--- src/ale_pkg.sv ---
package ale_pkg;

  // Field widths of the stream payloads.
  localparam int OP_W        = 3;
  localparam int VALUE_W     = 32;
  localparam int POS_W       = 7;
  localparam int STATUS_W    = 2;
  localparam int FOUND_W     = 8;
  localparam int COUNT_W     = 8;
  localparam int IN_TDATA_W  = 48;
  localparam int OUT_TDATA_W = 24;

  // Operation codes.
  localparam logic [OP_W-1:0] OP_ADD_FIRST   = 3'd0;
  localparam logic [OP_W-1:0] OP_ADD_LAST    = 3'd1;
  localparam logic [OP_W-1:0] OP_REMOVE_AT   = 3'd2;
  localparam logic [OP_W-1:0] OP_REMOVE_LAST = 3'd3;
  localparam logic [OP_W-1:0] OP_FIND        = 3'd4;
  localparam logic [OP_W-1:0] OP_SORT        = 3'd5;

  // Status codes.
  localparam logic [STATUS_W-1:0] ST_OK     = 2'd0;
  localparam logic [STATUS_W-1:0] ST_FULL   = 2'd1;
  localparam logic [STATUS_W-1:0] ST_EMPTY  = 2'd2;
  localparam logic [STATUS_W-1:0] ST_BADPOS = 2'd3;

  localparam logic [FOUND_W-1:0] NOT_FOUND = 8'hFF;

  // Write data selection.
  localparam logic [1:0] WD_RDATA = 2'd0;
  localparam logic [1:0] WD_VALUE = 2'd1;
  localparam logic [1:0] WD_CARRY = 2'd2;
  localparam logic [1:0] WD_SORT  = 2'd3;

  // Carry register update.
  localparam logic [1:0] CARRY_HOLD = 2'd0;
  localparam logic [1:0] CARRY_LOAD = 2'd1;
  localparam logic [1:0] CARRY_MIN  = 2'd2;

  typedef struct packed {
    logic                in_load;
    logic                rd_en;
    logic                wr_en;
    logic [1:0]          wd_sel;
    logic [1:0]          carry_sel;
    logic                cnt_inc;
    logic                cnt_dec;
    logic                found_clr;
    logic                found_load;
    logic                res_load;
    logic [STATUS_W-1:0] res_status;
  } cmd_t;

  typedef struct packed {
    logic eq;
    logic gt;
    logic out_busy;
  } sts_t;

endpackage

--- src/ale_datapath.sv ---
module ale_datapath #(
  parameter int CAPACITY = 128
) (
  input  logic                           clk,
  input  logic                           rst,
  input  ale_pkg::cmd_t                  cmd,
  output ale_pkg::sts_t                  sts,
  input  logic [$clog2(CAPACITY)-1:0]    rd_addr,
  input  logic [$clog2(CAPACITY)-1:0]    wr_addr,
  input  logic [ale_pkg::VALUE_W-1:0]    in_value,
  output logic [$clog2(CAPACITY+1)-1:0]  count,
  output logic                           out_valid,
  input  logic                           out_ready,
  output logic [ale_pkg::STATUS_W-1:0]   out_status,
  output logic [ale_pkg::FOUND_W-1:0]    out_found,
  output logic [ale_pkg::COUNT_W-1:0]    out_count
);

  localparam int IDX_W = $clog2(CAPACITY);
  localparam int CNT_W = $clog2(CAPACITY+1);

  logic [ale_pkg::VALUE_W-1:0] mem [CAPACITY];
  logic [ale_pkg::VALUE_W-1:0] rdata;
  logic [ale_pkg::VALUE_W-1:0] value_q;
  logic [ale_pkg::VALUE_W-1:0] carry;
  logic [ale_pkg::VALUE_W-1:0] wdata;
  logic [ale_pkg::FOUND_W-1:0] found;
  logic [IDX_W+7:0]            idx_ext;
  logic [CNT_W+7:0]            cnt_ext;

  assign idx_ext = {8'b0, wr_addr};
  assign cnt_ext = {8'b0, count};

  assign sts.eq       = (rdata == value_q);
  assign sts.gt       = ($signed(rdata) > $signed(carry));
  assign sts.out_busy = out_valid && !out_ready;

  always_comb begin
    case (cmd.wd_sel)
      ale_pkg::WD_RDATA: wdata = rdata;
      ale_pkg::WD_VALUE: wdata = value_q;
      ale_pkg::WD_CARRY: wdata = carry;
      ale_pkg::WD_SORT:  wdata = sts.gt ? rdata : carry;
      default:           wdata = rdata;
    endcase
  end

  always_ff @(posedge clk) begin
    if (cmd.wr_en) begin
      mem[wr_addr] <= wdata;
    end
    if (cmd.rd_en) begin
      rdata <= mem[rd_addr];
    end
  end

  always_ff @(posedge clk) begin
    if (cmd.in_load) begin
      value_q <= in_value;
    end
    case (cmd.carry_sel)
      ale_pkg::CARRY_LOAD: carry <= rdata;
      ale_pkg::CARRY_MIN: begin
        if (!sts.gt) begin
          carry <= rdata;
        end
      end
      default: carry <= carry;
    endcase
    if (cmd.found_clr) begin
      found <= ale_pkg::NOT_FOUND;
    end else if (cmd.found_load) begin
      found <= idx_ext[7:0];
    end
    if (cmd.res_load) begin
      out_status <= cmd.res_status;
      out_found  <= found;
      out_count  <= cnt_ext[7:0];
    end
  end

  always_ff @(posedge clk) begin
    if (rst) begin
      count     <= '0;
      out_valid <= 1'b0;
    end else begin
      if (cmd.cnt_inc) begin
        count <= count + CNT_W'(1);
      end else if (cmd.cnt_dec) begin
        count <= count - CNT_W'(1);
      end
      if (cmd.res_load) begin
        out_valid <= 1'b1;
      end else if (out_ready) begin
        out_valid <= 1'b0;
      end
    end
  end

`ifndef SYNTH
  a_count_bound: assert property (@(posedge clk) disable iff (rst)
    count <= CNT_W'(CAPACITY))
    else $error("entry count above capacity");

  a_inc_not_full: assert property (@(posedge clk) disable iff (rst)
    cmd.cnt_inc |-> (count < CNT_W'(CAPACITY)) && !cmd.cnt_dec)
    else $error("insert on a full list");

  a_no_clobber: assert property (@(posedge clk) disable iff (rst)
    cmd.res_load |-> !sts.out_busy)
    else $error("result overwritten before its transfer");

  a_rw_apart: assert property (@(posedge clk) disable iff (rst)
    (cmd.rd_en && cmd.wr_en) |-> (rd_addr != wr_addr))
    else $error("read and write hit the same entry");
`endif

endmodule

--- src/ale_ctrl.sv ---
module ale_ctrl #(
  parameter int CAPACITY = 128
) (
  input  logic                           clk,
  input  logic                           rst,
  input  logic                           in_valid,
  output logic                           in_ready,
  input  logic [ale_pkg::OP_W-1:0]       op,
  input  logic [ale_pkg::POS_W-1:0]      position,
  input  logic [$clog2(CAPACITY+1)-1:0]  count,
  input  ale_pkg::sts_t                  sts,
  output ale_pkg::cmd_t                  cmd,
  output logic [$clog2(CAPACITY)-1:0]    rd_addr,
  output logic [$clog2(CAPACITY)-1:0]    wr_addr
);

  localparam int IDX_W = $clog2(CAPACITY);
  localparam int CNT_W = $clog2(CAPACITY+1);
  localparam int CMP_W = (CNT_W > ale_pkg::POS_W) ? CNT_W : ale_pkg::POS_W;

  localparam logic [3:0] S_IDLE       = 4'd0;
  localparam logic [3:0] S_SHIFT      = 4'd1;
  localparam logic [3:0] S_WRVAL      = 4'd2;
  localparam logic [3:0] S_FIND       = 4'd3;
  localparam logic [3:0] S_SORT_LOAD  = 4'd4;
  localparam logic [3:0] S_SORT_CARRY = 4'd5;
  localparam logic [3:0] S_SORT_RUN   = 4'd6;
  localparam logic [3:0] S_SORT_TAIL  = 4'd7;
  localparam logic [3:0] S_RESULT     = 4'd8;

  logic [3:0]                   state, state_next;
  logic [ale_pkg::STATUS_W-1:0] status_q, status_next;
  logic [IDX_W-1:0]             rd_ptr, rd_ptr_next;
  logic [IDX_W-1:0]             wr_ptr, wr_ptr_next;
  logic [IDX_W-1:0]             pass, pass_next;
  logic [CNT_W-1:0]             left, left_next;
  logic                         pend, pend_next;
  logic                         dir_up, dir_up_next;

  logic [CMP_W-1:0] pos_ext;
  logic [CNT_W-1:0] c_m1;
  logic             full;
  logic             empty;

  assign pos_ext = CMP_W'(position);
  assign c_m1    = count - CNT_W'(1);
  assign full    = (count == CNT_W'(CAPACITY));
  assign empty   = (count == '0);
  assign rd_addr = rd_ptr;
  assign wr_addr = wr_ptr;

  always_comb begin
    cmd            = '0;
    cmd.res_status = status_q;
    in_ready       = (state == S_IDLE);
    state_next     = state;
    status_next    = status_q;
    rd_ptr_next    = rd_ptr;
    wr_ptr_next    = wr_ptr;
    pass_next      = pass;
    left_next      = left;
    pend_next      = 1'b0;
    dir_up_next    = dir_up;
    case (state)
      S_IDLE: begin
        if (in_valid) begin
          cmd.in_load   = 1'b1;
          cmd.found_clr = 1'b1;
          status_next   = ale_pkg::ST_OK;
          state_next    = S_RESULT;
          case (op)
            ale_pkg::OP_ADD_FIRST: begin
              if (full) begin
                status_next = ale_pkg::ST_FULL;
              end else begin
                rd_ptr_next = c_m1[IDX_W-1:0];
                wr_ptr_next = count[IDX_W-1:0];
                left_next   = count;
                dir_up_next = 1'b0;
                state_next  = empty ? S_WRVAL : S_SHIFT;
              end
            end
            ale_pkg::OP_ADD_LAST: begin
              if (full) begin
                status_next = ale_pkg::ST_FULL;
              end else begin
                wr_ptr_next = count[IDX_W-1:0];
                state_next  = S_WRVAL;
              end
            end
            ale_pkg::OP_REMOVE_AT: begin
              if (empty) begin
                status_next = ale_pkg::ST_EMPTY;
              end else if (pos_ext >= CMP_W'(count)) begin
                status_next = ale_pkg::ST_BADPOS;
              end else begin
                rd_ptr_next = pos_ext[IDX_W-1:0] + IDX_W'(1);
                wr_ptr_next = pos_ext[IDX_W-1:0];
                left_next   = c_m1 - pos_ext[CNT_W-1:0];
                dir_up_next = 1'b1;
                state_next  = S_SHIFT;
              end
            end
            ale_pkg::OP_REMOVE_LAST: begin
              if (empty) begin
                status_next = ale_pkg::ST_EMPTY;
              end else begin
                cmd.cnt_dec = 1'b1;
              end
            end
            ale_pkg::OP_FIND: begin
              if (!empty) begin
                rd_ptr_next = '0;
                wr_ptr_next = '0;
                left_next   = count;
                state_next  = S_FIND;
              end
            end
            ale_pkg::OP_SORT: begin
              if (count >= CNT_W'(2)) begin
                pass_next   = '0;
                rd_ptr_next = c_m1[IDX_W-1:0];
                left_next   = c_m1;
                state_next  = S_SORT_LOAD;
              end
            end
            default: state_next = S_RESULT;
          endcase
        end
      end
      S_SHIFT: begin
        if (left != '0) begin
          cmd.rd_en   = 1'b1;
          rd_ptr_next = dir_up ? rd_ptr + IDX_W'(1) : rd_ptr - IDX_W'(1);
          left_next   = left - CNT_W'(1);
          pend_next   = 1'b1;
        end
        if (pend) begin
          cmd.wr_en   = 1'b1;
          cmd.wd_sel  = ale_pkg::WD_RDATA;
          wr_ptr_next = dir_up ? wr_ptr + IDX_W'(1) : wr_ptr - IDX_W'(1);
        end
        if ((left == '0) && !pend) begin
          if (dir_up) begin
            cmd.cnt_dec = 1'b1;
            state_next  = S_RESULT;
          end else begin
            state_next = S_WRVAL;
          end
        end
      end
      S_WRVAL: begin
        cmd.wr_en   = 1'b1;
        cmd.wd_sel  = ale_pkg::WD_VALUE;
        cmd.cnt_inc = 1'b1;
        state_next  = S_RESULT;
      end
      S_FIND: begin
        if (pend && sts.eq) begin
          cmd.found_load = 1'b1;
          state_next     = S_RESULT;
        end else begin
          if (left != '0) begin
            cmd.rd_en   = 1'b1;
            rd_ptr_next = rd_ptr + IDX_W'(1);
            left_next   = left - CNT_W'(1);
            pend_next   = 1'b1;
          end
          if (pend) begin
            wr_ptr_next = wr_ptr + IDX_W'(1);
          end
          if ((left == '0) && !pend) begin
            state_next = S_RESULT;
          end
        end
      end
      S_SORT_LOAD: begin
        cmd.rd_en   = 1'b1;
        rd_ptr_next = rd_ptr - IDX_W'(1);
        state_next  = S_SORT_CARRY;
      end
      S_SORT_CARRY: begin
        cmd.carry_sel = ale_pkg::CARRY_LOAD;
        cmd.rd_en     = 1'b1;
        rd_ptr_next   = rd_ptr - IDX_W'(1);
        left_next     = left - CNT_W'(1);
        wr_ptr_next   = c_m1[IDX_W-1:0];
        state_next    = S_SORT_RUN;
      end
      S_SORT_RUN: begin
        cmd.wr_en     = 1'b1;
        cmd.wd_sel    = ale_pkg::WD_SORT;
        cmd.carry_sel = ale_pkg::CARRY_MIN;
        wr_ptr_next   = wr_ptr - IDX_W'(1);
        if (left != '0) begin
          cmd.rd_en   = 1'b1;
          rd_ptr_next = rd_ptr - IDX_W'(1);
          left_next   = left - CNT_W'(1);
        end else begin
          state_next = S_SORT_TAIL;
        end
      end
      S_SORT_TAIL: begin
        cmd.wr_en  = 1'b1;
        cmd.wd_sel = ale_pkg::WD_CARRY;
        if ((CNT_W'(pass) + CNT_W'(2)) < count) begin
          pass_next   = pass + IDX_W'(1);
          rd_ptr_next = c_m1[IDX_W-1:0];
          left_next   = c_m1 - CNT_W'(1) - CNT_W'(pass);
          state_next  = S_SORT_LOAD;
        end else begin
          state_next = S_RESULT;
        end
      end
      S_RESULT: begin
        if (!sts.out_busy) begin
          cmd.res_load = 1'b1;
          state_next   = S_IDLE;
        end
      end
      default: state_next = S_IDLE;
    endcase
  end

  always_ff @(posedge clk) begin
    if (rst) begin
      state <= S_IDLE;
      pend  <= 1'b0;
    end else begin
      state <= state_next;
      pend  <= pend_next;
    end
  end

  always_ff @(posedge clk) begin
    status_q <= status_next;
    rd_ptr   <= rd_ptr_next;
    wr_ptr   <= wr_ptr_next;
    pass     <= pass_next;
    left     <= left_next;
    dir_up   <= dir_up_next;
  end

endmodule

--- src/array_list_engine_core.sv ---
// Each transfer is taken in the idle state. Remove_last, rejected operations, unused codes, find
// on an empty list and sort of under two entries go from there straight to the result state;
// add_last writes the value, add_first shifts every entry up and then writes it, remove_at shifts
// the entries after its position down, find walks the list up to its first match and sort runs
// its passes. The next transfer is taken in the cycle after the result loads, later if the
// previous result still waits. Reset (rst, synchronous) empties the list.
module array_list_engine_core #(
  parameter int CAPACITY = 128
) (
  input  logic                               clk,
  input  logic                               rst,
  // Input stream. s_tdata fields from bit 0: op[2:0], value[34:3], position[41:35],
  // zero padding[47:42].
  input  logic                               s_tvalid,
  output logic                               s_tready,
  input  logic [ale_pkg::IN_TDATA_W-1:0]     s_tdata,
  // Result stream. m_tdata fields from bit 0: status[1:0], found_index[9:2], count[17:10],
  // zero padding[23:18].
  output logic                               m_tvalid,
  input  logic                               m_tready,
  output logic [ale_pkg::OUT_TDATA_W-1:0]    m_tdata
);

  localparam int IDX_W = $clog2(CAPACITY);
  localparam int CNT_W = $clog2(CAPACITY+1);

  // Input field offsets within s_tdata.
  localparam int VALUE_LSB = ale_pkg::OP_W;
  localparam int POS_LSB   = VALUE_LSB + ale_pkg::VALUE_W;
  localparam int OUT_USED  = ale_pkg::STATUS_W + ale_pkg::FOUND_W + ale_pkg::COUNT_W;

  ale_pkg::cmd_t                cmd;
  ale_pkg::sts_t                sts;
  logic [IDX_W-1:0]             rd_addr;
  logic [IDX_W-1:0]             wr_addr;
  logic [CNT_W-1:0]             count;
  logic [ale_pkg::OP_W-1:0]     op;
  logic [ale_pkg::VALUE_W-1:0]  value;
  logic [ale_pkg::POS_W-1:0]    position;
  logic [ale_pkg::STATUS_W-1:0] status;
  logic [ale_pkg::FOUND_W-1:0]  found_index;
  logic [ale_pkg::COUNT_W-1:0]  out_count;

  assign op       = s_tdata[ale_pkg::OP_W-1:0];
  assign value    = s_tdata[VALUE_LSB +: ale_pkg::VALUE_W];
  assign position = s_tdata[POS_LSB +: ale_pkg::POS_W];

  // The controller sequences each operation over the entry memory: shifts copy one entry a
  // cycle through the registered read port, find compares one entry a cycle, and sort runs
  // bubble passes that carry the smallest value seen so far down toward the front of the list.
  ale_ctrl #(
    .CAPACITY (CAPACITY)
  ) u_ctrl (
    .clk      (clk),
    .rst      (rst),
    .in_valid (s_tvalid),
    .in_ready (s_tready),
    .op       (op),
    .position (position),
    .count    (count),
    .sts      (sts),
    .cmd      (cmd),
    .rd_addr  (rd_addr),
    .wr_addr  (wr_addr)
  );

  // The datapath holds the entry memory, the entry count, the compare logic and the result
  // register, which lets a finished result wait while the next transfer is taken in.
  ale_datapath #(
    .CAPACITY (CAPACITY)
  ) u_datapath (
    .clk        (clk),
    .rst        (rst),
    .cmd        (cmd),
    .sts        (sts),
    .rd_addr    (rd_addr),
    .wr_addr    (wr_addr),
    .in_value   (value),
    .count      (count),
    .out_valid  (m_tvalid),
    .out_ready  (m_tready),
    .out_status (status),
    .out_found  (found_index),
    .out_count  (out_count)
  );

  assign m_tdata = {{(ale_pkg::OUT_TDATA_W - OUT_USED){1'b0}}, out_count, found_index, status};

endmodule

--- config.mk ---
export PLATFORM = sky130hd
export DESIGN_NAME = array_list_engine_core
export DESIGN_NICKNAME = d
export VERILOG_FILES = /design/src/ale_pkg.sv /design/src/ale_datapath.sv /design/src/ale_ctrl.sv /design/src/array_list_engine_core.sv
export SDC_FILE = /design/constraint.sdc
export NUM_CORES = 2
export LEC_CHECK = 0
export BUFFER_PORTS_ARGS = -buffer_cell sky130_fd_sc_hd__buf_2
export CAP_MARGIN = 40
export CORE_MARGIN = 2
export CORE_UTILIZATION = 40
export DETAILED_ROUTE_END_ITERATION = 6
export HOLD_SLACK_MARGIN = 0.05
export PLACE_DENSITY = 0.56
export SYNTH_ARGS = -nofsm -noshare
export SYNTH_HDL_FRONTEND = slang
export SYNTH_SLANG_ARGS = --single-unit
export TNS_END_PERCENT = 1
--- constraint.sdc ---
create_clock -name clk -period 11.7 [get_ports clk]
set_input_delay 0 -clock clk [delete_from_list [all_inputs] [get_ports clk]]
set_output_delay 0 -clock clk [all_outputs]
set_load 0.02 [all_outputs]
# After elaboration in Yosys (flattened, before gate mapping)
# Memories as Yosys holds them, arrays and structs flattened. A register that Yosys moved wholly into a read port is not among the register bits.
# Cells that the tools add are included.
# Widths: inputs -> output; s select.
classes:
  n_addsub: 13
  muxes: 97
  order_cmp: 4
  n_eq_ne: 46
  n_reduce_logical: 30
op_table:
  columns: ["cell", "count"]
  rows:
  - ["$mux 7", 24]
  - ["$pmux 32 s4", 1]
  - ["$mux 8", 11]
  - ["$mux 32", 2]
  - ["$pmux 32 s2", 1]
  - ["$mux 4", 14]
  - ["$pmux 7 s6", 1]
  - ["$pmux 8 s5", 1]
  - ["$pmux 4 s9", 1]
  - ["$pmux 7 s5", 1]
  - ["$eq 32x32->1", 1]
  - ["$gt 32x32->1", 1]
  - ["$pmux 8 s4", 1]
  - ["$add 7x1->7 const B", 4]
  - ["$pmux 7 s4", 1]
  - ["$sub 8x1->8 const B", 3]
  - ["$mux 1", 22]
  - ["$pmux 7 s3", 1]
  - ["$pmux 4 s5", 1]
  - ["$reduce_and 10->1", 2]
  - ["$ne 2x1->1 const B", 9]
  - ["$eq 4x3->1 const B", 4]
  - ["$logic_not 8->1", 2]
  - ["$ne 2x2->1 const B", 8]
  - ["43 further kinds", 73]
word_totals:
  ram_bits: 4096
  word_cells: 207
  inputBits: 52
  memories: 1
  ff_bits: 136
  out_inout_bits: 26
mem_list:
  columns: ["name", "depth", "word_bits", "rd", "rd_ports_with_merged_regs", "wr", "line_no", "rtl"]
  rows:
  - ["u_datapath.mem", 128, 32, 1, 1, 1, "ale_datapath.sv:22", "logic [ale_pkg::VALUE_W-1:0] mem [CAPACITY];"]

# Longest topological paths before layout
depth:
  ltp_word: 7
  mapped_depth: 13
  depth_no_buf: 12

# Modules after synthesis
# From an unflattened synthesis, not the netlist that was laid out.
unflattened:
  cells_unflattened: 7008
  hier_area_um2: 166395.8
by_module_without_submodules:
  columns: ["mod", "cells_per_inst", "seq_area_each_um2", "n_inst", "area_each_um2"]
  rows:
  - ["ale_datapath", 6476, 126761.6, 1, 162040.4]
  - ["ale_ctrl", 525, 1061.0, 1, 4306.6]
  - ["array_list_engine_core", 7, 0.0, 1, 48.8]

# Least setup slack after synthesis
# OpenSTA, ideal clock, no wires.
synth_timing:
  path_type: "reg-to-reg"
  startpoint: "register u_datapath.rdata[7] (netlist bit), read port of u_datapath.mem"
  endpoint: "memory u_datapath.mem[0][21] (netlist bit) (data pin)"
  path_stages_with_launch: 11
  required_time_ns: 10.488
  setup_time_ns: 1.212
  path_slack_ns: 3.080
  period_less_slack_ns: 8.620
  path_buffers: 2
  arrival_time_ns: 7.408
  path_cell_list: "edfxtp_1 -> ha_1 -> a21oi_1 -> o21ai_0 -> a221oi_1 -> o211ai_1 -> a211oi_1 -> clkbuf_1 -> clkbuf_1 -> nor4_1 -> nor3b_1"
synth_between:
  elab_chain_cells: 3
synth_lines:
  columns: ["item", "line_no", "rtl"]
  rows:
  - ["start, declared", "ale_datapath.sv:23", "logic [ale_pkg::VALUE_W-1:0] rdata;"]
  - ["$gt 32x32->1", "ale_datapath.sv:35", "assign sts.gt = ($signed(rdata) > $signed(carry));"]
  - ["$mux 32", "ale_datapath.sv:43", "ale_pkg::WD_SORT: wdata = sts.gt ? rdata : carry;"]
  - ["$pmux 32 s4", "ale_datapath.sv:39", "case (cmd.wd_sel)"]
  - ["via u_datapath.wdata (one bit)", "ale_datapath.sv:26", "logic [ale_pkg::VALUE_W-1:0] wdata;"]
  - ["end, declared", "ale_datapath.sv:22", null]
# The timed path passes the listed nets, and every way through them passes these cells.

==> impl_metrics.toml <==
[power_and_ir_drop]
clkPwrFrac_pct = 29.5
swShare_pct = 31.2
p_comb_share_pct = 29.1
p_int_w = 0.0321
p_per_area_nw_per_um2 = 243
power.switching_w = 0.0145
p_leak_nw = 59.8
seqPwrFrac_pct = 41.4
ir_worst_vdd_mv = 0.259

[routing]
drtIter0Drc = 9653
routed_wirelength_um = 447000
wl_per_cell_um = 31.9
viasPerCell = 5.84
postRouteAntennaNets = 0
drc = 0
vias = 81800
firstDrtPassIters = 6

[cts]
clockBufferDepth = 4
clk_pin_slew_ns = 0.06
htreeDepth = 5
cts_buffers = 432
cts-root-buf = "clkbuf_16"
cts_sinks = 4264
clock_latency_ns = 0.98
cts_tree = "yes"

[layout]
fin_util_pct = 46.1
drive_gt1_share_pct = 29.6
nFillCells = 34300
multi_input_area_um2 = 38400
fin_nets = 8265
syn_to_final_growth_pct = 14.7
seq_area_um2 = 128000

[setup_path]
cp_slowest_cell = "buf_4"
critical_path_class = "reg2reg"
reg2regPathDepth = 9
cp-end-kind = "register"
critical_path_required_ns = 12.38
arrival_ns = 5.71
cpPeakStageDelay_ns = 0.65
startpoint_type = "register"
cp_cell_sequence = "buf_12 > buf_4 > buf_4 > mux4_2 > nor2b_1 > a211oi_1 > a211oi_1 > nand2_1 > nor3_1"
crit_fanout = 107
path_buf_inv = 3
cp_top_family = "buffers and inverters"
crit_cells = 9

[floorplanning]
die_h_um = 651
fp.dieW_um = 651
coreArea_um2 = 417000
die_area_um2 = 424000
start_util_pct = 40.2
num_rows = 237
top_level_ports = 78

[hold_path]
holdPathStages = 4
hold_class = "in2reg"

[logic_synthesis]
synth_enable_flop_cells = 4242
ys_seq_area_share_pct = 76.4
syn_inst = 7620
syn_area_per_cell_um2 = 22.0
async_reset_ff_share_pct = 0
synthFlopType = "edfxtp_1"
ys_ff_latch = 4264
synth_area_um2 = 167000
ys_types = 73
yosysWarnings = 0

[global_route]
antenna_found_initial = 17
grt_pass1_wl_um = 628000
grt_pass1_vias = 83400
overflow = 0
grt_max_degree = 116
grt_usage_pct = 20.7

[status]
status = "complete, no violations"

[timing]
fin_crit_sh_pct = 43.0
finalCriticalPeriod_ns = 5.03
timing.setup.tns_ns = 0
fin_ws_ns = 6.67
clock-skew-final_ns = 0.0566
worst_slew_pin_slew_ns = 1.10
relSlewSlack_pct = 26.9
max_freq_mhz = 199
setup-violations-final = 0
hold_viol_final = 0
rsz0062_at_grt = "no"
slew_viol_final = 0

[place]
dp_slack_ns = 6.72
dp_hpwl_um = 238000
gp_congestion = 0.865
io_buffers = 65

[flow_run]
maxCapViolations = 0
Yosys cell counts, drive strengths merged (20+ instances only):
library cell,instances,area share [%]
nand3,29,0.087
nand4,20,0.075
inv,116,0.26
clkbuf,219,0.49
mux4,1152,16
buf,208,0.65
nor2,228,0.51
o21ai,97,0.29
nor4,43,0.16
nor3b,35,0.16
a21oi,84,0.25
nor2b,113,0.42
o22ai,134,0.50
xor2,21,0.11
dfxtp,22,0.26
a211oi,164,0.74
xnor2,61,0.32
edfxtp,4242,76
mux2,128,0.86
nor3,63,0.19
mux2i,71,0.42
nand2,149,0.34
ha,73,0.55
state kept, by name, indices dropped and copies added (netlist names), 8 cells and up:
register and count:
u_ctrl.left 8, u_datapath.carry 32, u_datapath.count 8, u_datapath.found 8, u_datapath.mem 4096, u_datapath.out_count 8
u_datapath.out_found 8, u_datapath.rdata 32, u_datapath.value_q 32
cell usage in the layout (no fill, tap or decap), drive strengths merged, types with 124 or more instances in the layout:
master / instances
clkbuf: 501
nand2: 149
inv: 124
mux4: 1152
a211oi: 164
o22ai: 134
buf: 413
mux2: 128
nor2: 228
clkinv: 221
edfxtp: 4242
timing repair:
action | in CTS | in global routing
hold buffers | 93 | 0
resized for setup | 0 | 0
hold endpoints to repair | 161 | 0
setup buffers | 0 | 0
through the flow:
stage | hold WS, ns | instances | instance area [um^2] | total power (W)
CTS | 0.0598 | 14000 | 192000 | 0.0469
global route | 0.160 | 14000 | 192000 | 0.0482
finish | 0.164 | 14000 | 192000 | 0.0466
global placement | 0.179 | 13100 | 176000 | 0.0328
floorplan | 0.0721 | 7625 | 167000 | 0.0284
detailed placement | 0.179 | 13100 | 177000 | 0.0332
worst paths after layout:
kind | start | end | slack [ns]
worst max-delay path | u_ctrl.rd_addr[1]$_DFFE_PP_ | u_datapath.rdata[3]$_DFFE_PP_ | 6.67
worst min-delay path | s_tdata[37] | u_ctrl.wr_addr[2]$_DFFE_PP_ | 0.16
worst min register to register | u_ctrl.status_q[0]$_DFFE_PP_ | u_datapath.out_status[0]$_DFFE_PP_ | 0.42
worst max register to register | u_ctrl.rd_addr[1]$_DFFE_PP_ | u_datapath.rdata[3]$_DFFE_PP_ | 6.67
layer usage:
| metal | vias up | global-route usage [%] | wire [um] | part of all wire [%] |
|---|---|---|---|---|
| met4 | 0 | 6.09 | 14200 | 3.2 |
| met5 | - | 0 | 0 | 0 |
| met1 | 44600 | 29.0 | 185000 | 41 |
| li1 | 33300 | - | - | - |
| met3 | 600 | 3.18 | 32300 | 7.2 |
| met2 | 3300 | 33.8 | 215000 | 48 |
power by group through the flow:
stage,sequential [W],clock (W),combinational (W)
floorplan,0.0199,0,0.00850
global placement,0.0196,0,0.0132
detailed placement,0.0196,0,0.0136
CTS,0.0193,0.0140,0.0137
global route,0.0193,0.0146,0.0143
finish,0.0193,0.0137,0.0136
layout make-up:
type / instances / area share [%]
well taps: 5497 / 3.58
clock buffers: 501 / 5.82
flip-flops and latches: 4264 / 66.6
diodes: 16 / 0.0209
inverters: 116 / 0.228
clock inverters: 293 / 1.50
repair buffers: 506 / 2.20
multi-input cells: 2818 / 20.0
kinds of logic after synthesis:
family | Yosys count | synth area share (%)
AO/OA/AOI/OAI | 582 | 2.29
XOR/XNOR | 82 | 0.429
adder cells (fa/ha/maj) | 75 | 0.570
buffers and inverters | 543 | 1.41
flip-flops | 4264 | 76.4
multiplexers | 1351 | 16.8
other | 1 | 0.00224
AND/OR/NAND/NOR | 722 | 2.12
tightest hold or removal path: cells and delay by family:
family	cells	cell delay, ns
buffers and inverters	2	0.75
AO/OA/AOI/OAI	2	0.27
No activity file was read; power rests on OpenSTA's default activity.
